[src/hw/rtl/umie_pkg.sv]
package umie_pkg;

    localparam int unsigned RegCount  = 8;
    localparam int unsigned RegIdxW   = 3;
    localparam int unsigned WordW     = 32;
    localparam int unsigned OpcodeLsb = 28;
    localparam int unsigned ImmRegLsb = 25;
    localparam int unsigned ImmW      = 25;

    typedef logic [WordW-1:0]   t_word;
    typedef logic [RegIdxW-1:0] t_ridx;

    typedef enum logic [3:0] {
        OP_CMOV = 4'd0, OP_LOAD = 4'd1, OP_STORE = 4'd2, OP_ADD = 4'd3,
        OP_MUL = 4'd4, OP_DIV = 4'd5, OP_NAND = 4'd6, OP_HALT = 4'd7,
        OP_MAP = 4'd8, OP_UNMAP = 4'd9, OP_OUT = 4'd10, OP_IN = 4'd11,
        OP_LDPROG = 4'd12, OP_LDIMM = 4'd13, OP_BAD14 = 4'd14, OP_BAD15 = 4'd15
    } t_opcode;

    typedef enum logic [3:0] {
        REQ_NONE = 4'd0, REQ_LOAD = 4'd1, REQ_STORE = 4'd2, REQ_MAP = 4'd3,
        REQ_UNMAP = 4'd4, REQ_OUTPUT = 4'd5, REQ_INPUT = 4'd6,
        REQ_LOADPROG = 4'd7, REQ_HALT = 4'd8, REQ_FAULT = 4'd9
    } t_req;

    // controller -> datapath
    typedef struct packed {
        logic latch;      // capture item, read operands
        logic div_start;  // load divider
        logic div_step;   // one quotient bit
        logic commit;     // write back, build result
        logic out_done;   // result taken
    } t_cmd;

    // datapath -> controller
    typedef struct packed {
        logic is_resp;
        logic is_div;
        logic div_zero;
        logic out_valid;
    } t_status;

endpackage

[src/hw/rtl/umie_datapath.sv]
module umie_datapath import umie_pkg::*; (
    input  logic        i_clk,
    input  logic        i_rst_n,
    input  t_cmd        i_cmd,
    input  logic        i_kind,
    input  t_word       i_word,
    input  t_word       i_resp,
    output t_status     o_status,
    output logic [3:0]  o_code,
    output t_word       o_op1,
    output t_word       o_op2,
    output t_word       o_op3,
    output t_word       o_next
);

    t_word       r_regs [RegCount];
    t_word       r_pc;
    t_ridx       r_pend;
    logic        r_await;
    logic        r_kind;
    t_word       r_word, r_resp, r_va, r_vb, r_vc;
    t_word       r_quo, r_rem;
    logic        r_ovalid;
    logic [3:0]  r_code;
    t_word       r_op1, r_op2, r_op3, r_next;

    t_opcode     w_op;
    t_ridx       w_a, w_b, w_c;
    logic [WordW:0] w_trial;

    // write-back and result, evaluated for the commit cycle
    logic        n_we;
    t_ridx       n_widx;
    t_word       n_wdata;
    logic        n_emit;
    logic [3:0]  n_code;
    t_word       n_op1, n_op2, n_op3, n_pc;
    t_ridx       n_pend;
    logic        n_await;

    assign w_op = t_opcode'(r_word[WordW-1:OpcodeLsb]);
    assign w_a  = r_word[8:6];
    assign w_b  = r_word[5:3];
    assign w_c  = r_word[2:0];
    assign w_trial = {r_rem, r_quo[WordW-1]} - {1'b0, r_vc};

    assign o_status = '{is_resp: r_kind, is_div: (w_op == OP_DIV) && !r_await,
                        div_zero: (r_vc == '0), out_valid: r_ovalid};
    assign o_code = r_code;
    assign o_op1  = r_op1;
    assign o_op2  = r_op2;
    assign o_op3  = r_op3;
    assign o_next = r_next;

    always_comb begin
        n_we    = 1'b0;
        n_widx  = w_a;
        n_wdata = '0;
        n_emit  = 1'b0;
        n_code  = REQ_NONE;
        n_op1   = '0;
        n_op2   = '0;
        n_op3   = '0;
        n_pc    = r_pc;
        n_pend  = r_pend;
        n_await = r_await;
        if (r_kind) begin
            if (r_await) begin
                n_we    = 1'b1;
                n_widx  = r_pend;
                n_wdata = r_resp;
                n_await = 1'b0;
            end
        end else if (!r_await) begin
            n_emit = 1'b1;
            n_pc   = r_pc + 32'd1;
            case (w_op)
                OP_CMOV: begin
                    n_we = (r_vc != '0); n_wdata = r_vb;
                end
                OP_LOAD: begin
                    n_code = REQ_LOAD; n_op1 = r_vb; n_op2 = r_vc;
                    n_pend = w_a; n_await = 1'b1;
                end
                OP_STORE: begin
                    n_code = REQ_STORE;
                    n_op1 = r_va; n_op2 = r_vb; n_op3 = r_vc;
                end
                OP_ADD: begin n_we = 1'b1; n_wdata = r_vb + r_vc; end
                OP_MUL: begin n_we = 1'b1; n_wdata = r_vb * r_vc; end
                OP_DIV: begin
                    if (r_vc == '0) begin
                        n_code = REQ_FAULT; n_pc = r_pc;
                    end else begin
                        n_we = 1'b1; n_wdata = r_quo;
                    end
                end
                OP_NAND: begin n_we = 1'b1; n_wdata = ~(r_vb & r_vc); end
                OP_HALT: begin
                    n_code = REQ_HALT; n_pc = r_pc;
                end
                OP_MAP: begin
                    n_code = REQ_MAP; n_op3 = r_vc;
                    n_pend = w_b; n_await = 1'b1;
                end
                OP_UNMAP: begin n_code = REQ_UNMAP; n_op3 = r_vc; end
                OP_OUT:   begin n_code = REQ_OUTPUT; n_op3 = r_vc; end
                OP_IN: begin
                    n_code = REQ_INPUT; n_pend = w_c; n_await = 1'b1;
                end
                OP_LDPROG: begin
                    n_code = REQ_LOADPROG; n_op1 = r_vb; n_op2 = r_vc;
                    n_pc = r_vc;
                end
                OP_LDIMM: begin
                    n_we    = 1'b1;
                    n_widx  = r_word[ImmRegLsb+RegIdxW-1:ImmRegLsb];
                    n_wdata = {{(WordW-ImmW){1'b0}}, r_word[ImmW-1:0]};
                end
                default: begin
                    n_code = REQ_FAULT; n_pc = r_pc;
                end
            endcase
        end
    end

    always_ff @(posedge i_clk) begin
        if (i_cmd.latch) begin
            r_kind <= i_kind;
            r_word <= i_word;
            r_resp <= i_resp;
            r_va   <= r_regs[i_word[8:6]];
            r_vb   <= r_regs[i_word[5:3]];
            r_vc   <= r_regs[i_word[2:0]];
        end
        if (i_cmd.div_start) begin
            r_quo <= r_vb;
            r_rem <= '0;
        end else if (i_cmd.div_step) begin
            if (!w_trial[WordW]) r_rem <= w_trial[WordW-1:0];
            else                 r_rem <= {r_rem[WordW-2:0], r_quo[WordW-1]};
            r_quo <= {r_quo[WordW-2:0], !w_trial[WordW]};
        end
        if (!i_rst_n) begin
            for (int i = 0; i < RegCount; i++) r_regs[i] <= '0;
            r_pc     <= '0;
            r_pend   <= '0;
            r_await  <= 1'b0;
            r_ovalid <= 1'b0;
        end else begin
            // a new result may land in the cycle the old one is taken
            if (i_cmd.commit && n_emit) r_ovalid <= 1'b1;
            else if (i_cmd.out_done)    r_ovalid <= 1'b0;
            if (i_cmd.commit) begin
                if (n_we) r_regs[n_widx] <= n_wdata;
                r_pc    <= n_pc;
                r_pend  <= n_pend;
                r_await <= n_await;
                if (n_emit) begin
                    r_code <= n_code;
                    r_op1  <= n_op1;
                    r_op2  <= n_op2;
                    r_op3  <= n_op3;
                    r_next <= n_pc;
                end
            end
        end
    end

endmodule

[src/hw/rtl/umie_control.sv]
module umie_control import umie_pkg::*; (
    input  logic    i_clk,
    input  logic    i_rst_n,
    input  logic    i_in_valid,
    output logic    o_in_ready,
    input  logic    i_out_ready,
    input  t_status i_status,
    output t_cmd    o_cmd
);

    typedef enum logic [1:0] {S_IDLE, S_DECODE, S_DIV, S_COMMIT} t_state;

    t_state     r_state, n_state;
    logic [4:0] r_cnt;

    assign o_in_ready = (r_state == S_IDLE);

    always_comb begin
        o_cmd = '0;
        n_state = r_state;
        o_cmd.out_done = i_status.out_valid && i_out_ready;
        case (r_state)
            S_IDLE: if (i_in_valid && o_in_ready) begin
                o_cmd.latch = 1'b1;
                n_state = S_DECODE;
            end
            S_DECODE: begin
                if (!i_status.is_resp && i_status.is_div && !i_status.div_zero) begin
                    o_cmd.div_start = 1'b1;
                    n_state = S_DIV;
                end else n_state = S_COMMIT;
            end
            S_DIV: begin
                o_cmd.div_step = 1'b1;
                if (r_cnt == 5'd31) n_state = S_COMMIT;
            end
            S_COMMIT: begin
                // hold write-back until the previous result is gone
                if (!i_status.out_valid || i_out_ready) begin
                    o_cmd.commit = 1'b1;
                    n_state = S_IDLE;
                end
            end
            default: n_state = S_IDLE;
        endcase
    end

    always_ff @(posedge i_clk) begin
        if (!i_rst_n) begin
            r_state <= S_IDLE;
            r_cnt   <= '0;
        end else begin
            r_state <= n_state;
            if (r_state == S_DIV) r_cnt <= r_cnt + 5'd1;
            else                  r_cnt <= '0;
        end
    end

endmodule

[src/hw/rtl/um_instruction_execute_unit.sv]
// Execute core of a 32-bit, 8-register universal machine.
// Slave channel (s_axis_*): one transfer per item. tuser = kind
// (0 instruction, 1 response value for the pending register).
// tdata = {response_value, instruction_word}, instruction in the low word.
// Master channel (m_axis_*): one transfer per executed instruction,
// tdata = request_code[3:0], operand_first, operand_second,
// operand_third, next_fetch_address, packed from the lowest bit, 4 pad
// bits at the top. Responses and ignored instructions produce nothing.
// Each item passes through decode and commit; a divide also runs the
// 32 steps of the one-bit-per-cycle restoring divider between them.
// One item at a time: a new item is accepted once the previous one has
// committed.
// Reset (synchronous, i_rst_n low) clears the register file, counter,
// pending state and output valid.
// A stalled receiver holds the result steady; the next item is still
// accepted and decoded, but its commit waits until the result is taken.
module um_instruction_execute_unit import umie_pkg::*; (
    input  logic          i_clk,
    input  logic          i_rst_n,
    input  logic          s_axis_tvalid,
    output logic          s_axis_tready,
    input  logic [63:0]   s_axis_tdata,  // instruction_word, response_value
    input  logic          s_axis_tuser,  // kind
    output logic          m_axis_tvalid,
    input  logic          m_axis_tready,
    // request_code, operand_first, operand_second, operand_third, next_fetch_address
    output logic [135:0]  m_axis_tdata
);

    t_cmd       w_cmd;
    t_status    w_status;
    logic [3:0] w_code;
    t_word      w_op1, w_op2, w_op3, w_next;

    umie_control u_ctrl (
        .i_clk(i_clk), .i_rst_n(i_rst_n),
        .i_in_valid(s_axis_tvalid), .o_in_ready(s_axis_tready),
        .i_out_ready(m_axis_tready), .i_status(w_status), .o_cmd(w_cmd)
    );

    umie_datapath u_dp (
        .i_clk(i_clk), .i_rst_n(i_rst_n), .i_cmd(w_cmd),
        .i_kind(s_axis_tuser), .i_word(s_axis_tdata[31:0]),
        .i_resp(s_axis_tdata[63:32]), .o_status(w_status),
        .o_code(w_code), .o_op1(w_op1), .o_op2(w_op2), .o_op3(w_op3),
        .o_next(w_next)
    );

    assign m_axis_tvalid = w_status.out_valid;
    assign m_axis_tdata  = {4'b0, w_next, w_op3, w_op2, w_op1, w_code};

endmodule
[config.mk]
export PLATFORM = sky130hd
export DESIGN_NAME = um_instruction_execute_unit
export DESIGN_NICKNAME = d
export VERILOG_FILES = /design/src/hw/rtl/umie_pkg.sv /design/src/hw/rtl/umie_datapath.sv /design/src/hw/rtl/umie_control.sv /design/src/hw/rtl/um_instruction_execute_unit.sv
export SDC_FILE = /design/constraint.sdc
export NUM_CORES = 2
export LEC_CHECK = 0
export BUFFER_PORTS_ARGS = -buffer_cell sky130_fd_sc_hd__buf_4
export CAP_MARGIN = 40
export CORE_MARGIN = 10
export CORE_UTILIZATION = 54
export CTS_CLUSTER_SIZE = 16
export DETAILED_ROUTE_END_ITERATION = 8
export PLACE_DENSITY = 0.67
export SLEW_MARGIN = 20
export SYNTH_ARGS = -nofsm -noshare
export SYNTH_HDL_FRONTEND = slang
export SYNTH_SLANG_ARGS = --single-unit
[constraint.sdc]
create_clock -name i_clk -period 16.4 [get_ports i_clk]
set_input_delay 0.82 -clock i_clk [delete_from_list [all_inputs] [get_ports i_clk]]
set_output_delay 0.82 -clock i_clk [all_outputs]
set_load 0.005 [all_outputs]
# After elaboration in Yosys (flattened, before gate mapping)
# Memories as Yosys holds them, arrays and structs flattened. A register that Yosys moved wholly into a read port is not among the register bits.
# Cells that the tools add are included.
totals:
  in_bits: 69
  memories: 1
  ramBits: 256
  ff_bits: 305
  out_inout_bits: 138
  word_cells: 132
op_classes:
  add_sub_neg: 4
  n_mux: 53
  eq_ne: 20
  multipliers: 1
  n_reduce_logical: 32
  bitwise: 5
memory_table:
  columns: ["name", "words", "width", "read_ports", "rd_clocked_by_memory_dff", "write_ports", "line_no", "text"]
  rows:
  - ["u_dp.r_regs", 8, 32, 3, 3, 8, "umie_datapath.sv:16", "t_word r_regs [RegCount];"]
ops:
  columns: ["op", "n"]
  rows:
  - ["two-way mux 32 bit", 11]
  - ["case mux 32 bit (6 select lines)", 1]
  - ["case mux 32 bit (2 select lines)", 2]
  - ["case mux 32 bit (3 select lines)", 1]
  - ["case mux 4 bit (10 select lines)", 1]
  - ["subtractor 33 x 32 -> 33 bit", 1]
  - ["adder 32 x 1 -> 32 bit, second input constant", 1]
  - ["adder 32 bit", 1]
  - ["AND 32 bit", 1]
  - ["logical NOT 32 bit", 1]
  - ["multiplier 32 x 32 -> 32 bit", 1]
  - ["inverter 32 bit", 1]
  - ["nonzero test 32 bit", 1]
  - ["OR reduction 32 bit", 1]
  - ["two-way mux 1 bit", 25]
  - ["== test 4 bit, second input constant", 6]
  - ["== test 4 x 3 -> 1 bit, second input constant", 4]
  - ["two-way mux 3 bit", 5]
  - ["OR reduction 11 bit", 1]
  - ["case mux 3 bit (3 select lines)", 1]
  - ["== test 4 x 2 -> 1 bit, second input constant", 2]
  - ["case mux 2 bit (4 select lines)", 1]
  - ["OR reduction 4 bit", 2]
  - ["logical AND 1 bit", 6]
  - ["23 further kinds", 37]

# Longest topological paths before layout
logic_depth:
  depth_word: 11
  depth_mapped: 28
  ltp_nobuf: 26

# Modules after synthesis
# From an unflattened synthesis, not the netlist that was laid out.
unflattened:
  hier_cells: 4604
  hier_area_um2: 51655.8
modules_own_cells:
  columns: ["module", "n_inst", "area_each_um2", "seq_area_each_um2", "cells_each"]
  rows:
  - ["umie_datapath", 1, 51210.4, 18828.1, 4554]
  - ["umie_control", 1, 411.6, 140.1, 45]
  - ["um_instruction_execute_unit", 1, 33.8, 0.0, 5]

# Worst setup path after synthesis
# No wires, ideal clock.
synth_path:
  path_kind: "reg2reg"
  startpoint: "reg u_dp.r_vc[5], read port of u_dp.r_regs"
  endpoint: "mem u_dp.r_regs[1][28] (netlist bit), data pin"
  path_buffers: 2
  synth_period_minus_slack_ps: 7491
  setup_slack_ps: 8909
  required_time_ps: 16134
  arrival_time_ps: 7225
  path_stages_with_launch: 27
  setup_ps: 266
  path_cell_list: "edfxtp_1 > clkbuf_1 > clkbuf_1 > and2_1 > fa_1 > fa_1 > fa_1 > inv_1 > fa_1 > inv_1 > fa_1 > inv_1 > fa_1 > inv_1 > fa_1 > fa_1 > ha_1 > nand3_1 > or3_1 > nor4_1 > a311o_1 > o21ai_1 > a31oi_1 > xor2_1 > a211oi_1 > or2_1 > nor2_1"
synth_lines:
  columns: ["item", "line_no", "text"]
  rows:
  - ["start, declared", "umie_datapath.sv:21", "t_word r_word, r_resp, r_va, r_vb, r_vc;"]
  - ["end, declared", "umie_datapath.sv:16", null]

==> flow_summary.toml <==
[run_status]
status = "finished clean"

[route]
top_layer = "met5"
drt_iter0_drc = 5423
met2_length_um = 77130
wl_met1_um = 63650
final_antenna_net_count = 0
vias = 38660
drc_errors = 0
wl_per_cell_um = 27.95
route.met3.wl_um = 19390
drt-pass1-iter-count = 9
viasPerCell = 6.377
drt_wl_total_um = 169400

[yosys]
ys_async_sr_fraction_pct = 0
synthFlopType = "edfxtp_1"
ys_seq_elements = 657
yosys_warnings = 0
yosysTopAreaCellShare_pct = 34.21
syn_area_per_cell_um2 = 10.97
yosys-top-cells-area = "edfxtp_1 (34%), fa_1 (16%), mux4_2 (8.5%)"
synth_cell_type_count = 90
synth_commonest_cells = "edfxtp_1 (581), nand2_1 (491), inv_1 (448)"
synth_most_common_cell = "edfxtp_1"
synth_edf_count = 581
syn_inst = 4650
syn-cell-area_um2 = 50990
synth_top_area_cell = "edfxtp_1"
ys_seq_area_share_pct = 37.20

[timing]
skew_ps = 53.16
rsz0062_at_grt = "no"
fmax_ghz = 0.1154
slew_headroom_pct = 35.58
report.final.slew_viol_count = 0
final_hold_viol_count = 0
setup_tns_ps = 0
setup-violations-final = 0
tightest_slew_ps = 966.3
fin_crit_sh_pct = 52.85
fin_crit_ps = 8667

[critical_path]
r2r_slack_ps = 7730
crit_start = "u_dp.r_vc[9]"
end_kind = "register"
timing.rr.start = "u_dp.r_vc[9]"
path_max_fanout = 15
worst_path_max_delay_cell = "edfxtp_1"
path_buf_inv = 6
slowest_delay_ps = 800
reg2regPathDepth = 26
cp_data_arrival_time_ps = 9080
r2r-end = "u_dp.r_regs[2][28]"
crit_end = "u_dp.r_regs[2][28]"
path_common_cell = "fa_1"
crit_family = "adder cells"
path_depth = 26
crit_required_ps = 16820
crit_type = "reg2reg"
start_kind = "register"

[placed_design]
hpwl_um = 115200
place.gp.congestion = 0.9352
io_buffer_count = 202

[global_route]
overflow = 0
grt_pass1_vias = 39070
grt_max_degree = 62
antenna_found_initial = 3
track_usage_pct = 31.37
grt_pass1_wl_um = 252300

[clocking]
cts_max_path_buffers = 3
post_cts_buffers = 0
numCtsBuffers = 74
post_cts_resized = 0
clk-insertion-delay-late_ps = 690
cts.htree.levels = 3
postCtsHoldBufs = 0
clk_pin_slew_ps = 60
cts_tree = "yes"
cts_root_buf = "clkbuf_16"
cts.sinks = 657

[floorplanning]
initial_utilization_pct = 54.56
die_y_um = 327.3
coreArea_um2 = 93470
die_width_um = 327.3
placementRows = 112
pin_count = 207
die_area_um2 = 107100

[min_path]
hp-class = "in2reg"

[cells_and_area]
layout-drive-gt1-share_pct = 15.87
area_growth_pct = 11.16
n_antenna_cell = 0
fillers = 7620
final_nets = 5423

[job]
max_cap_violations = 0
## metal layers
layer / up-vias / track usage, %
li1: 16410 / -
met1: 19310 / 41.48
met2: 2434 / 49.12
met3: 506 / 6.844
met4: 2 / 14.72
met5: - / 0.4977
## stage by stage
stage / area (um^2) / util, % / hold WS (ps) / instances / setup slack [ps]
after global routing: 56690 / 60.65 / 307.8 / 6062 / 7524
after floorplan: 51010 / - / 417.6 / 4653 / 8909
after global placement: 53810 / 57.57 / 433.4 / 5904 / 7929
after CTS: 56660 / 60.61 / 291.8 / 6060 / 7884
final: 56690 / 60.65 / 308.5 / 6062 / 7733
after detailed placement: 54240 / 58.03 / 448.1 / 5926 / 7933
## registers in the layout, indices dropped and copies added (netlist names)
signal and count:
u_ctrl.r_cnt 5, u_ctrl.r_state 2, u_dp.o_code 4, u_dp.o_next 32, u_dp.o_op1 32, u_dp.o_op2 32, u_dp.o_op3 32, u_dp.r_await 1
u_dp.r_kind 1, u_dp.r_ovalid 1, u_dp.r_pc 32, u_dp.r_pend 3, u_dp.r_quo 32, u_dp.r_regs 256, u_dp.r_rem 32, u_dp.r_resp 32
u_dp.r_va 32, u_dp.r_vb 32, u_dp.r_vc 32, u_dp.r_word 32
## cell families after synthesis
| family | count (synthesis) | share of synthesized area [%] |
|---|---|---|
| AOI/OAI and AO/OA | 689 | 8.843 |
| xor gates and xnor gates | 126 | 2.191 |
| adders and majority gates | 604 | 20.86 |
| buffers and inverters | 765 | 5.680 |
| DFF | 657 | 37.20 |
| muxes | 331 | 11.45 |
| other | 1 | 0.007354 |
| and+or+nand+nor | 1477 | 13.77 |
## placed cells by master (no fill, tap or decap), types with 51 or more instances in the layout
cell       count
a21oi_1      185
a22oi_1       95
and2_1       311
buf_4        315
clkbuf_16     74
dfxtp_1       76
edfxtp_1     581
fa_1         410
ha_1         193
inv_1        448
mux2_2        97
mux4_2       192
nand2_1      486
nor2_1       355
nor3_1        79
nor4_1        51
o21ai_0      143
xnor2_1       88
## layout make-up
| cell class | instances | area, um^2 | area share (%) |
|---|---|---|---|
| well taps | 1254 | 1569 | 2.768 |
| flip-flops and latches | 657 | 18970 | 33.46 |
| clock buffers | 99 | 1966 | 3.468 |
| repair buffers | 337 | 2805 | 4.949 |
| inverters | 449 | 1687 | 2.975 |
| multi-input cells | 3231 | 29240 | 51.58 |
| clock inverters | 35 | 451.7 | 0.7968 |
## worst min-delay path by stage
| stage | end | start | cells after the start |
|---|---|---|---|
| detailed placement | u_ctrl.r_cnt[0] | u_ctrl.r_cnt[0] | 1 |
| floorplan | u_ctrl.r_cnt[0] | u_ctrl.r_cnt[0] | 1 |
| global route | u_dp.r_resp[22] | s_axis_tdata[54] | 1 |
| global placement | u_ctrl.r_cnt[0] | u_ctrl.r_cnt[0] | 1 |
| CTS | u_dp.r_word[11] | s_axis_tdata[11] | 1 |
| finish | u_dp.r_resp[21] | s_axis_tdata[53] | 1 |
Power is left out: the tool's default activity adds up to more than one toggle a clock period on the data nets, which glitch-free logic cannot reach.
